--- src/hdl/c_subset_lexer_defines.svh ---
// assertion macros for the c subset lexer
// used by the top level; no other dependencies

`ifndef C_SUBSET_LEXER_DEFINES_SVH
`define C_SUBSET_LEXER_DEFINES_SVH

`ifndef ASSERT_OFF

// condition must never hold outside reset
`define CSL_ASSERT_NEVER(lbl, clk, rstn, cond) \
    lbl: assert property (@(posedge clk) disable iff (!rstn) !(cond)) \
        else $error("check failed: never");

// same-cycle implication
`define CSL_ASSERT_IMPL(lbl, clk, rstn, ante, cons) \
    lbl: assert property (@(posedge clk) disable iff (!rstn) (ante) |-> (cons)) \
        else $error("check failed: implication");

// next-cycle implication
`define CSL_ASSERT_NEXT(lbl, clk, rstn, ante, cons) \
    lbl: assert property (@(posedge clk) disable iff (!rstn) (ante) |=> (cons)) \
        else $error("check failed: next cycle");

`else

`define CSL_ASSERT_NEVER(lbl, clk, rstn, cond)
`define CSL_ASSERT_IMPL(lbl, clk, rstn, ante, cons)
`define CSL_ASSERT_NEXT(lbl, clk, rstn, ante, cons)

`endif

`endif

--- src/hdl/csl_pkg.sv ---
// shared types, constants and character helpers for the c subset lexer
// no dependencies

`default_nettype none

package csl_pkg;

    localparam int MAX_TOKEN     = 1024;
    localparam int POSITION_BITS = 20;
    localparam int WL_W          = $clog2(MAX_TOKEN + 1);
    localparam int LEN_W         = 11;
    localparam int START_W       = 20;
    localparam int BYTE_W        = 8;
    localparam int FIFO_DEPTH    = 4;
    localparam int FIFO_AW       = $clog2(FIFO_DEPTH);
    localparam int FIFO_CW       = $clog2(FIFO_DEPTH + 1);

    typedef enum logic [3:0] {
        KIND_NAME    = 4'd0,
        KIND_NUMBER  = 4'd1,
        KIND_INT     = 4'd2,
        KIND_RETURN  = 4'd3,
        KIND_LPAREN  = 4'd4,
        KIND_RPAREN  = 4'd5,
        KIND_COMMA   = 4'd6,
        KIND_LBRACE  = 4'd7,
        KIND_RBRACE  = 4'd8,
        KIND_PLUS    = 4'd9,
        KIND_SEMI    = 4'd10,
        KIND_STAR    = 4'd11,
        KIND_MINUS   = 4'd12,
        KIND_SLASH   = 4'd13,
        KIND_ASSIGN  = 4'd14
    } kind_t;

    typedef struct packed {
        logic                 token_valid;
        kind_t                token_kind;
        logic [LEN_W-1:0]     token_length;
        logic [START_W-1:0]   token_start;
        logic                 binary_operator;
        logic                 scan_truncated;
        logic                 last_result;
    } result_t;

    // results produced by one accepted byte
    typedef struct packed {
        logic [1:0] count;
        result_t    res0;
        result_t    res1;
    } push_t;

    function automatic logic is_space(input logic [BYTE_W-1:0] c);
        return (c == 8'h20) || (c == 8'h0a) || (c == 8'h09);
    endfunction

    function automatic logic is_numeral(input logic [BYTE_W-1:0] c);
        return (c >= 8'h30) && (c <= 8'h39);
    endfunction

    function automatic logic is_special(input logic [BYTE_W-1:0] c);
        logic hit;
        unique case (c)
            8'h28, 8'h29, 8'h2c, 8'h7b, 8'h7d, 8'h2b,
            8'h3b, 8'h2a, 8'h2d, 8'h2f, 8'h3d: hit = 1'b1;
            default: hit = 1'b0;
        endcase
        return hit;
    endfunction

    function automatic kind_t special_kind(input logic [BYTE_W-1:0] c);
        kind_t k;
        unique case (c)
            8'h28:   k = KIND_LPAREN;   // (
            8'h29:   k = KIND_RPAREN;   // )
            8'h2c:   k = KIND_COMMA;    // ,
            8'h7b:   k = KIND_LBRACE;   // {
            8'h7d:   k = KIND_RBRACE;   // }
            8'h2b:   k = KIND_PLUS;     // +
            8'h3b:   k = KIND_SEMI;     // ;
            8'h2a:   k = KIND_STAR;     // *
            8'h2d:   k = KIND_MINUS;    // -
            8'h2f:   k = KIND_SLASH;    // /
            8'h3d:   k = KIND_ASSIGN;   // =
            default: k = KIND_NAME;
        endcase
        return k;
    endfunction

    // expected character of keyword int at a match position
    function automatic logic [BYTE_W-1:0] int_char(input logic [1:0] idx);
        logic [BYTE_W-1:0] ch;
        unique case (idx)
            2'd0:    ch = 8'h69;    // i
            2'd1:    ch = 8'h6e;    // n
            2'd2:    ch = 8'h74;    // t
            default: ch = 8'h00;
        endcase
        return ch;
    endfunction

    // expected character of keyword return at a match position
    function automatic logic [BYTE_W-1:0] ret_char(input logic [2:0] idx);
        logic [BYTE_W-1:0] ch;
        unique case (idx)
            3'd0:    ch = 8'h72;    // r
            3'd1:    ch = 8'h65;    // e
            3'd2:    ch = 8'h74;    // t
            3'd3:    ch = 8'h75;    // u
            3'd4:    ch = 8'h72;    // r
            3'd5:    ch = 8'h6e;    // n
            default: ch = 8'h00;
        endcase
        return ch;
    endfunction

    function automatic logic is_binop(input kind_t k);
        return (k == KIND_PLUS) || (k == KIND_STAR) || (k == KIND_MINUS)
            || (k == KIND_SLASH);
    endfunction

    // token for a finished word
    function automatic result_t make_word(
        input logic [WL_W-1:0]          len,
        input logic [1:0]               mismatch,
        input logic                     all_digits,
        input logic [POSITION_BITS-1:0] start,
        input logic                     trunc
    );
        result_t r;
        r = '0;
        r.token_valid = 1'b1;
        priority if (len == WL_W'(3) && !mismatch[0])
            r.token_kind = KIND_INT;
        else if (len == WL_W'(6) && !mismatch[1])
            r.token_kind = KIND_RETURN;
        else if (all_digits)
            r.token_kind = KIND_NUMBER;
        else
            r.token_kind = KIND_NAME;
        r.token_length    = LEN_W'(len);
        r.token_start     = START_W'(start);
        r.binary_operator = 1'b0;
        r.scan_truncated  = trunc;
        return r;
    endfunction

    // token for a one-character punctuator
    function automatic result_t make_special(
        input kind_t                    k,
        input logic [POSITION_BITS-1:0] start
    );
        result_t r;
        r = '0;
        r.token_valid     = 1'b1;
        r.token_kind      = k;
        r.token_length    = LEN_W'(1);
        r.token_start     = START_W'(start);
        r.binary_operator = is_binop(k);
        return r;
    endfunction

endpackage

`default_nettype wire

--- src/hdl/csl_in_if.sv ---
// input byte channel of the c subset lexer
// depends on csl_pkg

`default_nettype none

interface csl_in_if;
    logic                       valid;
    logic                       ready;
    logic [csl_pkg::BYTE_W-1:0] in_byte;
    logic                       end_of_input;

    modport source (output valid, output in_byte, output end_of_input, input ready);
    modport sink   (input valid, input in_byte, input end_of_input, output ready);
endinterface

`default_nettype wire

--- src/hdl/csl_out_if.sv ---
// token result channel of the c subset lexer
// depends on csl_pkg

`default_nettype none

interface csl_out_if;
    logic                        valid;
    logic                        ready;
    logic                        token_valid;
    logic [3:0]                  token_kind;
    logic [csl_pkg::LEN_W-1:0]   token_length;
    logic [csl_pkg::START_W-1:0] token_start;
    logic                        binary_operator;
    logic                        scan_truncated;
    logic                        last_result;

    modport source (
        output valid, output token_valid, output token_kind, output token_length,
        output token_start, output binary_operator, output scan_truncated,
        output last_result, input ready
    );
    modport sink (
        input valid, input token_valid, input token_kind, input token_length,
        input token_start, input binary_operator, input scan_truncated,
        input last_result, output ready
    );
endinterface

`default_nettype wire

--- src/hdl/csl_scan.sv ---
// scanner state and per-byte token logic of the c subset lexer
// depends on csl_pkg

`default_nettype none

module csl_scan (
    input  wire logic                       clk,
    input  wire logic                       rst_n,
    input  wire logic                       accept,
    input  wire logic [csl_pkg::BYTE_W-1:0] in_byte,
    input  wire logic                       end_of_input,
    output csl_pkg::push_t                  push
);

    logic [csl_pkg::WL_W-1:0]          wl_reg, wl_next;
    logic [csl_pkg::POSITION_BITS-1:0] start_reg, start_next;
    logic [csl_pkg::POSITION_BITS-1:0] pos_reg, pos_next;
    logic                              digits_reg, digits_next;
    logic [1:0]                        int_prog_reg, int_prog_next;
    logic [2:0]                        ret_prog_reg, ret_prog_next;
    logic [1:0]                        mism_reg, mism_next;
    logic                              stopped_reg, stopped_next;

    // word state after appending the current byte
    logic [csl_pkg::WL_W-1:0]          app_wl;
    logic [csl_pkg::POSITION_BITS-1:0] app_start;
    logic                              app_digits;
    logic [1:0]                        app_int_prog;
    logic [2:0]                        app_ret_prog;
    logic [1:0]                        app_mism;

    logic byte_is_zero;
    logic byte_is_space;
    logic byte_is_special;
    logic word_pending;
    logic at_limit;

    assign byte_is_zero    = (in_byte == '0);
    assign byte_is_space   = csl_pkg::is_space(in_byte);
    assign byte_is_special = csl_pkg::is_special(in_byte);
    assign word_pending    = (wl_reg != '0);
    assign at_limit        = (wl_reg >= csl_pkg::WL_W'(csl_pkg::MAX_TOKEN));

    // append: start offset, keyword matching and digit tracking
    always_comb
    begin
        app_wl       = wl_reg + csl_pkg::WL_W'(1);
        app_start    = word_pending ? start_reg : pos_reg;
        app_digits   = digits_reg & csl_pkg::is_numeral(in_byte);
        app_int_prog = int_prog_reg;
        app_ret_prog = ret_prog_reg;
        app_mism     = mism_reg;
        if (!mism_reg[0])
        begin
            if (wl_reg < csl_pkg::WL_W'(3) && int_prog_reg < 2'd3
                && in_byte == csl_pkg::int_char(int_prog_reg))
                app_int_prog = int_prog_reg + 2'd1;
            else
                app_mism[0] = 1'b1;
        end
        if (!mism_reg[1])
        begin
            if (wl_reg < csl_pkg::WL_W'(6) && ret_prog_reg < 3'd6
                && in_byte == csl_pkg::ret_char(ret_prog_reg))
                app_ret_prog = ret_prog_reg + 3'd1;
            else
                app_mism[1] = 1'b1;
        end
    end

    // next state and results for one accepted byte
    always_comb
    begin
        csl_pkg::result_t cur_word;
        cur_word = csl_pkg::make_word(wl_reg, mism_reg, digits_reg, start_reg, 1'b0);

        wl_next       = wl_reg;
        start_next    = start_reg;
        pos_next      = pos_reg;
        digits_next   = digits_reg;
        int_prog_next = int_prog_reg;
        ret_prog_next = ret_prog_reg;
        mism_next     = mism_reg;
        stopped_next  = stopped_reg;
        push          = '0;

        if (accept)
        begin
            priority if (stopped_reg)
            begin
                // discard until the text ends, then re-arm
                if (byte_is_zero || end_of_input)
                begin
                    wl_next = '0; start_next = '0; digits_next = 1'b1;
                    int_prog_next = '0; ret_prog_next = '0; mism_next = '0;
                    pos_next = '0; stopped_next = 1'b0;
                end
            end
            else if (byte_is_zero)
            begin
                // end of text: flush word or give bare marker
                push.count = 2'd1;
                if (word_pending)
                    push.res0 = cur_word;
                push.res0.last_result = 1'b1;
                wl_next = '0; start_next = '0; digits_next = 1'b1;
                int_prog_next = '0; ret_prog_next = '0; mism_next = '0;
                pos_next = '0; stopped_next = 1'b0;
            end
            else if (at_limit)
            begin
                // length limit: give word as truncated, stop unless text ends
                push.count = 2'd1;
                push.res0 = csl_pkg::make_word(wl_reg, mism_reg, digits_reg,
                                               start_reg, 1'b1);
                push.res0.last_result = 1'b1;
                wl_next = '0; start_next = '0; digits_next = 1'b1;
                int_prog_next = '0; ret_prog_next = '0; mism_next = '0;
                pos_next = '0; stopped_next = !end_of_input;
            end
            else
            begin
                pos_next = pos_reg + csl_pkg::POSITION_BITS'(1);
                if (byte_is_space || byte_is_special)
                begin
                    if (byte_is_special)
                    begin
                        if (word_pending)
                        begin
                            push.count = 2'd2;
                            push.res0  = cur_word;
                            push.res1  = csl_pkg::make_special(
                                csl_pkg::special_kind(in_byte), pos_reg);
                        end
                        else
                        begin
                            push.count = 2'd1;
                            push.res0  = csl_pkg::make_special(
                                csl_pkg::special_kind(in_byte), pos_reg);
                        end
                    end
                    else if (word_pending)
                    begin
                        push.count = 2'd1;
                        push.res0  = cur_word;
                    end
                    wl_next = '0; start_next = '0; digits_next = 1'b1;
                    int_prog_next = '0; ret_prog_next = '0; mism_next = '0;
                end
                else
                begin
                    wl_next       = app_wl;
                    start_next    = app_start;
                    digits_next   = app_digits;
                    int_prog_next = app_int_prog;
                    ret_prog_next = app_ret_prog;
                    mism_next     = app_mism;
                end

                // end of text on this byte
                if (end_of_input)
                begin
                    if (!byte_is_space && !byte_is_special)
                    begin
                        push.count = 2'd1;
                        push.res0  = csl_pkg::make_word(app_wl, app_mism, app_digits,
                                                        app_start, 1'b0);
                    end
                    else if (push.count == 2'd0)
                    begin
                        push.count = 2'd1;
                        push.res0  = '0;
                    end
                    if (push.count == 2'd2)
                        push.res1.last_result = 1'b1;
                    else
                        push.res0.last_result = 1'b1;
                    wl_next = '0; start_next = '0; digits_next = 1'b1;
                    int_prog_next = '0; ret_prog_next = '0; mism_next = '0;
                    pos_next = '0; stopped_next = 1'b0;
                end
            end
        end
    end

    // scanner state registers
    always_ff @(posedge clk or negedge rst_n)
    begin
        if (!rst_n)
        begin
            wl_reg       <= '0;
            start_reg    <= '0;
            pos_reg      <= '0;
            digits_reg   <= 1'b1;
            int_prog_reg <= '0;
            ret_prog_reg <= '0;
            mism_reg     <= '0;
            stopped_reg  <= 1'b0;
        end
        else
        begin
            wl_reg       <= wl_next;
            start_reg    <= start_next;
            pos_reg      <= pos_next;
            digits_reg   <= digits_next;
            int_prog_reg <= int_prog_next;
            ret_prog_reg <= ret_prog_next;
            mism_reg     <= mism_next;
            stopped_reg  <= stopped_next;
        end
    end

endmodule

`default_nettype wire

--- src/hdl/c_subset_lexer.sv ---
// top level of the c subset lexer: scanner plus result queue
// depends on csl_pkg, csl_in_if, csl_out_if, csl_scan, c_subset_lexer_defines.svh
//
// channel   dir  payload
// in_ch     in   in_byte[7:0], end_of_input
// out_ch    out  token_valid, token_kind[3:0], token_length[10:0], token_start[19:0],
//                binary_operator, scan_truncated, last_result
//
// one byte is accepted per cycle while the result queue has two free entries
// results appear in the cycle after the byte, leave one per ready cycle; a byte that
// ends a word on a punctuator gives two results, so the output port sets the pace
// reset clears scanner state and queue pointers; queue contents are not reset
// a stall on out_ch holds off in_ch once three of the four queue entries are in use

`default_nettype none

`include "c_subset_lexer_defines.svh"

module c_subset_lexer (
    input wire logic  clk,
    input wire logic  rst_n,
    csl_in_if.sink    in_ch,
    csl_out_if.source out_ch
);

    logic                      in_xfer;
    logic                      out_xfer;
    csl_pkg::push_t            push;
    csl_pkg::result_t          head;

    csl_pkg::result_t          fifo_mem_reg [csl_pkg::FIFO_DEPTH];
    logic [csl_pkg::FIFO_AW-1:0] wr_ptr_reg, wr_ptr_next;
    logic [csl_pkg::FIFO_AW-1:0] rd_ptr_reg, rd_ptr_next;
    logic [csl_pkg::FIFO_CW-1:0] count_reg, count_next;

    // room for the worst case of two results per byte
    assign in_ch.ready = (count_reg <= csl_pkg::FIFO_CW'(csl_pkg::FIFO_DEPTH - 2));
    assign in_xfer     = in_ch.valid && in_ch.ready;
    assign out_xfer    = out_ch.valid && out_ch.ready;

    csl_scan u_scan (
        .clk          (clk),
        .rst_n        (rst_n),
        .accept       (in_xfer),
        .in_byte      (in_ch.in_byte),
        .end_of_input (in_ch.end_of_input),
        .push         (push)
    );

    // queue pointers and fill count
    always_comb
    begin
        wr_ptr_next = wr_ptr_reg + csl_pkg::FIFO_AW'(push.count);
        rd_ptr_next = rd_ptr_reg + csl_pkg::FIFO_AW'(out_xfer);
        count_next  = count_reg + csl_pkg::FIFO_CW'(push.count)
                    - csl_pkg::FIFO_CW'(out_xfer);
    end

    always_ff @(posedge clk or negedge rst_n)
    begin
        if (!rst_n)
        begin
            wr_ptr_reg <= '0;
            rd_ptr_reg <= '0;
            count_reg  <= '0;
        end
        else
        begin
            wr_ptr_reg <= wr_ptr_next;
            rd_ptr_reg <= rd_ptr_next;
            count_reg  <= count_next;
        end
    end

    // queue storage, up to two writes per cycle
    always_ff @(posedge clk)
    begin
        if (push.count != 2'd0)
            fifo_mem_reg[wr_ptr_reg] <= push.res0;
        if (push.count == 2'd2)
            fifo_mem_reg[wr_ptr_reg + csl_pkg::FIFO_AW'(1)] <= push.res1;
    end

    // output side
    assign head                   = fifo_mem_reg[rd_ptr_reg];
    assign out_ch.valid           = (count_reg != '0);
    assign out_ch.token_valid     = head.token_valid;
    assign out_ch.token_kind      = 4'(head.token_kind);
    assign out_ch.token_length    = head.token_length;
    assign out_ch.token_start     = head.token_start;
    assign out_ch.binary_operator = head.binary_operator;
    assign out_ch.scan_truncated  = head.scan_truncated;
    assign out_ch.last_result     = head.last_result;

    // checks
    `CSL_ASSERT_NEVER(a_no_overflow, clk, rst_n, count_reg > csl_pkg::FIFO_CW'(csl_pkg::FIFO_DEPTH))
    `CSL_ASSERT_NEXT(a_push_shows, clk, rst_n, push.count != 2'd0, out_ch.valid)
    `CSL_ASSERT_NEXT(a_stall_keeps, clk, rst_n, !out_xfer, count_reg >= $past(count_reg))
    `CSL_ASSERT_IMPL(a_last_on_second, clk, rst_n, push.count == 2'd2, !push.res0.last_result)

endmodule

`default_nettype wire
--- src/flat_wrapper.sv ---
// flat-port wrapper written by rule: the top's interface ports become plain ports
module c_subset_lexer_flat 
  (clk, rst_n, in_ch_valid, in_ch_in_byte, in_ch_end_of_input, in_ch_ready, out_ch_valid, out_ch_token_valid, out_ch_token_kind, out_ch_token_length, out_ch_token_start, out_ch_binary_operator, out_ch_scan_truncated, out_ch_last_result, out_ch_ready);
  csl_in_if in_ch_i ();
  csl_out_if out_ch_i ();
  input wire logic clk;
  input wire logic rst_n;
  input wire logic [$bits(in_ch_i.valid)-1:0] in_ch_valid;
  input wire logic [$bits(in_ch_i.in_byte)-1:0] in_ch_in_byte;
  input wire logic [$bits(in_ch_i.end_of_input)-1:0] in_ch_end_of_input;
  output wire logic [$bits(in_ch_i.ready)-1:0] in_ch_ready;
  output wire logic [$bits(out_ch_i.valid)-1:0] out_ch_valid;
  output wire logic [$bits(out_ch_i.token_valid)-1:0] out_ch_token_valid;
  output wire logic [$bits(out_ch_i.token_kind)-1:0] out_ch_token_kind;
  output wire logic [$bits(out_ch_i.token_length)-1:0] out_ch_token_length;
  output wire logic [$bits(out_ch_i.token_start)-1:0] out_ch_token_start;
  output wire logic [$bits(out_ch_i.binary_operator)-1:0] out_ch_binary_operator;
  output wire logic [$bits(out_ch_i.scan_truncated)-1:0] out_ch_scan_truncated;
  output wire logic [$bits(out_ch_i.last_result)-1:0] out_ch_last_result;
  input wire logic [$bits(out_ch_i.ready)-1:0] out_ch_ready;
  assign in_ch_i.valid = in_ch_valid;
  assign in_ch_i.in_byte = in_ch_in_byte;
  assign in_ch_i.end_of_input = in_ch_end_of_input;
  assign in_ch_ready = in_ch_i.ready;
  assign out_ch_valid = out_ch_i.valid;
  assign out_ch_token_valid = out_ch_i.token_valid;
  assign out_ch_token_kind = out_ch_i.token_kind;
  assign out_ch_token_length = out_ch_i.token_length;
  assign out_ch_token_start = out_ch_i.token_start;
  assign out_ch_binary_operator = out_ch_i.binary_operator;
  assign out_ch_scan_truncated = out_ch_i.scan_truncated;
  assign out_ch_last_result = out_ch_i.last_result;
  assign out_ch_i.ready = out_ch_ready;
  c_subset_lexer u_core (.clk(clk), .rst_n(rst_n), .in_ch(in_ch_i), .out_ch(out_ch_i));
endmodule
--- config.mk ---
export PLATFORM = sky130hd
export DESIGN_NAME = c_subset_lexer_flat
export DESIGN_NICKNAME = d
export VERILOG_FILES = /design/src/hdl/csl_pkg.sv /design/src/hdl/csl_in_if.sv /design/src/hdl/csl_out_if.sv /design/src/hdl/csl_scan.sv /design/src/hdl/c_subset_lexer.sv /design/src/flat_wrapper.sv
export VERILOG_INCLUDE_DIRS = /design/src /design/src/hdl
export SDC_FILE = /design/constraint.sdc
export NUM_CORES = 1
export LEC_CHECK = 0
export ABC_AREA = 1
export CAP_MARGIN = 25
export CORE_MARGIN = 1
export CORE_UTILIZATION = 40
export DETAILED_ROUTE_END_ITERATION = 10
export DONT_BUFFER_PORTS = 1
export GPL_ROUTABILITY_DRIVEN = 0
export PLACE_DENSITY = 0.65
export SKIP_CTS_REPAIR_TIMING = 1
export SLEW_MARGIN = 10
export SYNTH_ARGS = -nofsm -noshare
export SYNTH_HDL_FRONTEND = slang
export SYNTH_SLANG_ARGS = --single-unit
--- constraint.sdc ---
create_clock -name clk -period 9.8 [get_ports clk]
set_clock_uncertainty 0.05 [all_clocks]
set_input_delay 0.98 -clock clk [delete_from_list [all_inputs] [get_ports clk]]
set_output_delay 0.98 -clock clk [all_outputs]
set_load 0.02 [all_outputs]
==> reports/results.ini <==
[layout]
largest_reg_flops=156
diodes=0
final_cell_mix=nand2_1 (584), nor2_1 (178), o21ai_0 (176)
final_layout_size_suffix_gt1_share_pct=7.66
final_common_cell=nand2_1
fin_nets=1714
stdcell_count=2133
areaGrowthSynthToFinish_pct=8.92

[floorplan]
core_mm2=0.0318
row_count=65
die-area_mm2=0.0333
fp.dieW_um=182
die_h_um=182
io-pin-count=54
start_util_pct=40.9

[logic_synthesis]
syn-cell-area_mm2=0.0130
synth_edf_count=112
async_flop_share_pct=30.0
avgSynthCellArea_um2=7.59
syn-num-nets=1751
synth_warnings=0
ys_seq_elements=223
syn_inst=1715
synth.distinct_cells=51
ys.flop_type=edfxtp_1
synth_seq_area_share_pct=45.5

[grt]
grt_pass1_wl_um=59400
grt_pass1_vias=10800
gr-usage-all-layers_pct=22.5
grt_start_max_net_pins=80
antenna_found_initial=0
overflow=0

[critical_path]
crit_fanout=48
cp-end-kind=flop
crit_arrival_ns=4.09
critPathLaunchType=flop
worstSetupPathType=flop to flop
critPathSlowestCell=dfrtp_1
critPathMaxStageDelay_ns=0.45
cpMostUsedCell=nor2_1
regToRegSetupSlack_ns=6.12
required_ns=10.20
path_cells=nor2_1, nand2_1, nor2_1, nand3_1, buf_4, ha_1, nor2_1, nor2_1, nand2_4, nand2_8, ha_1, inv_1, ha_1, inv_1, fa_1, xnor2_1, xor2_1

[placement]
port_buffers=0
hpwlAfterDp_um=24300
placedCellCount=2083

[clock_network]
clk_pin_slew_ns=0.06
cts_max_path_buffers=3
cts_root_buf=clkbuf_16
cts_num_sinks=223
cts_tree=built
clk-insertion-delay-late_ns=0.53
htree_num_levels=1
cts_made_buffers=26

[sta]
timing.fmax_mhz=272
fin_crit_ns=3.68
hold_viol=0
drv_slew=0
final.setup.tns_ns=0
slew_headroom_pct=34.7
finalCritPeriodShare_pct=37.6
final-setup-viol-count=0
rsz0062_at_grt=false
worst_slew_pin_slew_ns=0.976

[drt]
vias_per_cell=5.47
wirelength_um=37700
postRouteAntennaNets=0
drc=0
drtPass1Iterations=5
wl_per_cell_um=17.7
drt_first_iter_violations=1303
vias=11700

[power]
leakage_uw=0.00609
max-vdd-ir-drop_mv=0.169
pwr_density_cell_mw_per_mm2=234

[status]
status=finished, final reports clean

[job]
maxCapViolations=0

[hold_path]
hp-class=primary input to asynchronous set/reset pin

[kinds of logic (layout without fill, tap and decap cells)]
kind of cell | after synthesis | after routing | synth area share (%)
buffers and inverters | 207 | 190 | 7.11
adder cells (fa/ha/maj) | 23 | 23 | 2.27
AO/OA/AOI/OAI | 334 | 334 | 14.6
XOR/XNOR | 19 | 19 | 1.28
AND/OR/NAND/NOR | 909 | 909 | 29.3
flip-flops | 223 | 223 | 45.5
[final timing paths]
path / start / endpoint / cells past startpoint
max in group asynchronous: rst_n / u_core.u_scan.digits_reg$_DFFE_PN1P_ / 0
hold reg to reg: u_core.fifo_mem_reg[1][27]$_SDFFE_PP0P_ / u_core.fifo_mem_reg[1][27]$_SDFFE_PP0P_ / 2
setup / recovery: u_core.u_scan.wl_reg[6]$_DFFE_PN0P_ / u_core.count_reg[2]$_DFF_PN0_ / 17
setup reg to reg: u_core.u_scan.wl_reg[6]$_DFFE_PN0P_ / u_core.count_reg[2]$_DFF_PN0_ / 17
hold / removal: rst_n / u_core.u_scan.int_prog_reg[1]$_DFFE_PN0P_ / 0
min in group clk: u_core.fifo_mem_reg[1][27]$_SDFFE_PP0P_ / u_core.fifo_mem_reg[1][27]$_SDFFE_PP0P_ / 2
[Yosys cell counts, types with 3 or more instances]
cell,n,area share (%)
a21oi_1,48,1.8
buf_4,16,0.92
o21ai_1,20,0.77
nand4_1,8,0.38
inv_4,4,0.19
nand3b_1,3,0.17
edfxtp_1,112,26
a21oi_2,21,1.4
a31oi_1,3,0.14
nor2_4,6,0.52
xnor2_1,3,0.20
dfxtp_1,44,6.8
nand2_1,584,17
o21ai_0,176,6.8
nand2_4,11,0.95
buf_6,8,0.69
buf_1,3,0.087
ha_1,22,2.1
o22ai_1,50,2.4
nand2_2,6,0.29
buf_2,15,0.58
nor3_1,13,0.50
nor2_1,178,5.1
a21oi_4,4,0.50
inv_2,15,0.43
inv_1,108,3.1
clkbuf_1,38,1.1
dfrtp_1,66,13
nand3_1,87,3.3
xor2_1,16,1.1
[cell type report]
cell class,count,area (um2)
Multi-Input combinational cell,1285,6170
Tap cell,435,544
Fill cell,3138,17600
Inverter,127,487
Clock inverter,10,119
Sequential cell,223,5920
Timing Repair Buffer,15,185
Clock buffer,38,751
[metrics by stage]
step / total power [uW] / instance area (um2) / setup slack, ns / util, % / hold slack [ns]
5_1_grt: 3490 / 14200 / 5.77 / 44.6 / 0.0711
3_3_place_gp: 2300 / 13200 / 5.73 / 41.5 / 0.400
6_report: 3310 / 14200 / 6.12 / 44.6 / 0.0937
2_1_floorplan: 2030 / 13000 / 5.97 / - / 0.389
3_5_place_dp: 2330 / 13300 / 5.67 / 41.7 / 0.404
4_1_cts: 3320 / 14100 / 6.12 / 44.4 / 0.0760
[worst max-delay path, delay by kind of cell, from the launching register on]
kind	cells	cell delay (ns)
buffers and inverters	3	0.40
and+or+nand+nor	8	1.28
xor gates and xnor gates	2	0.33
adders and majority gates	4	1.10
DFF	1	0.45
[power breakdown]
group          internal [uW]  switching (uW)  leakage (uW)
clock network            606             383      0.000425
logic                    283             899       0.00337
registers               1080            60.3       0.00230
total                   1970            1340       0.00609
[layer usage]
layer	wire (um)	track usage [%]
met1	16600	32.1
met2	16800	35.5
met3	3580	3.21
met4	741	5.98
met5	0	0
(Power assumes the default switching activity.)
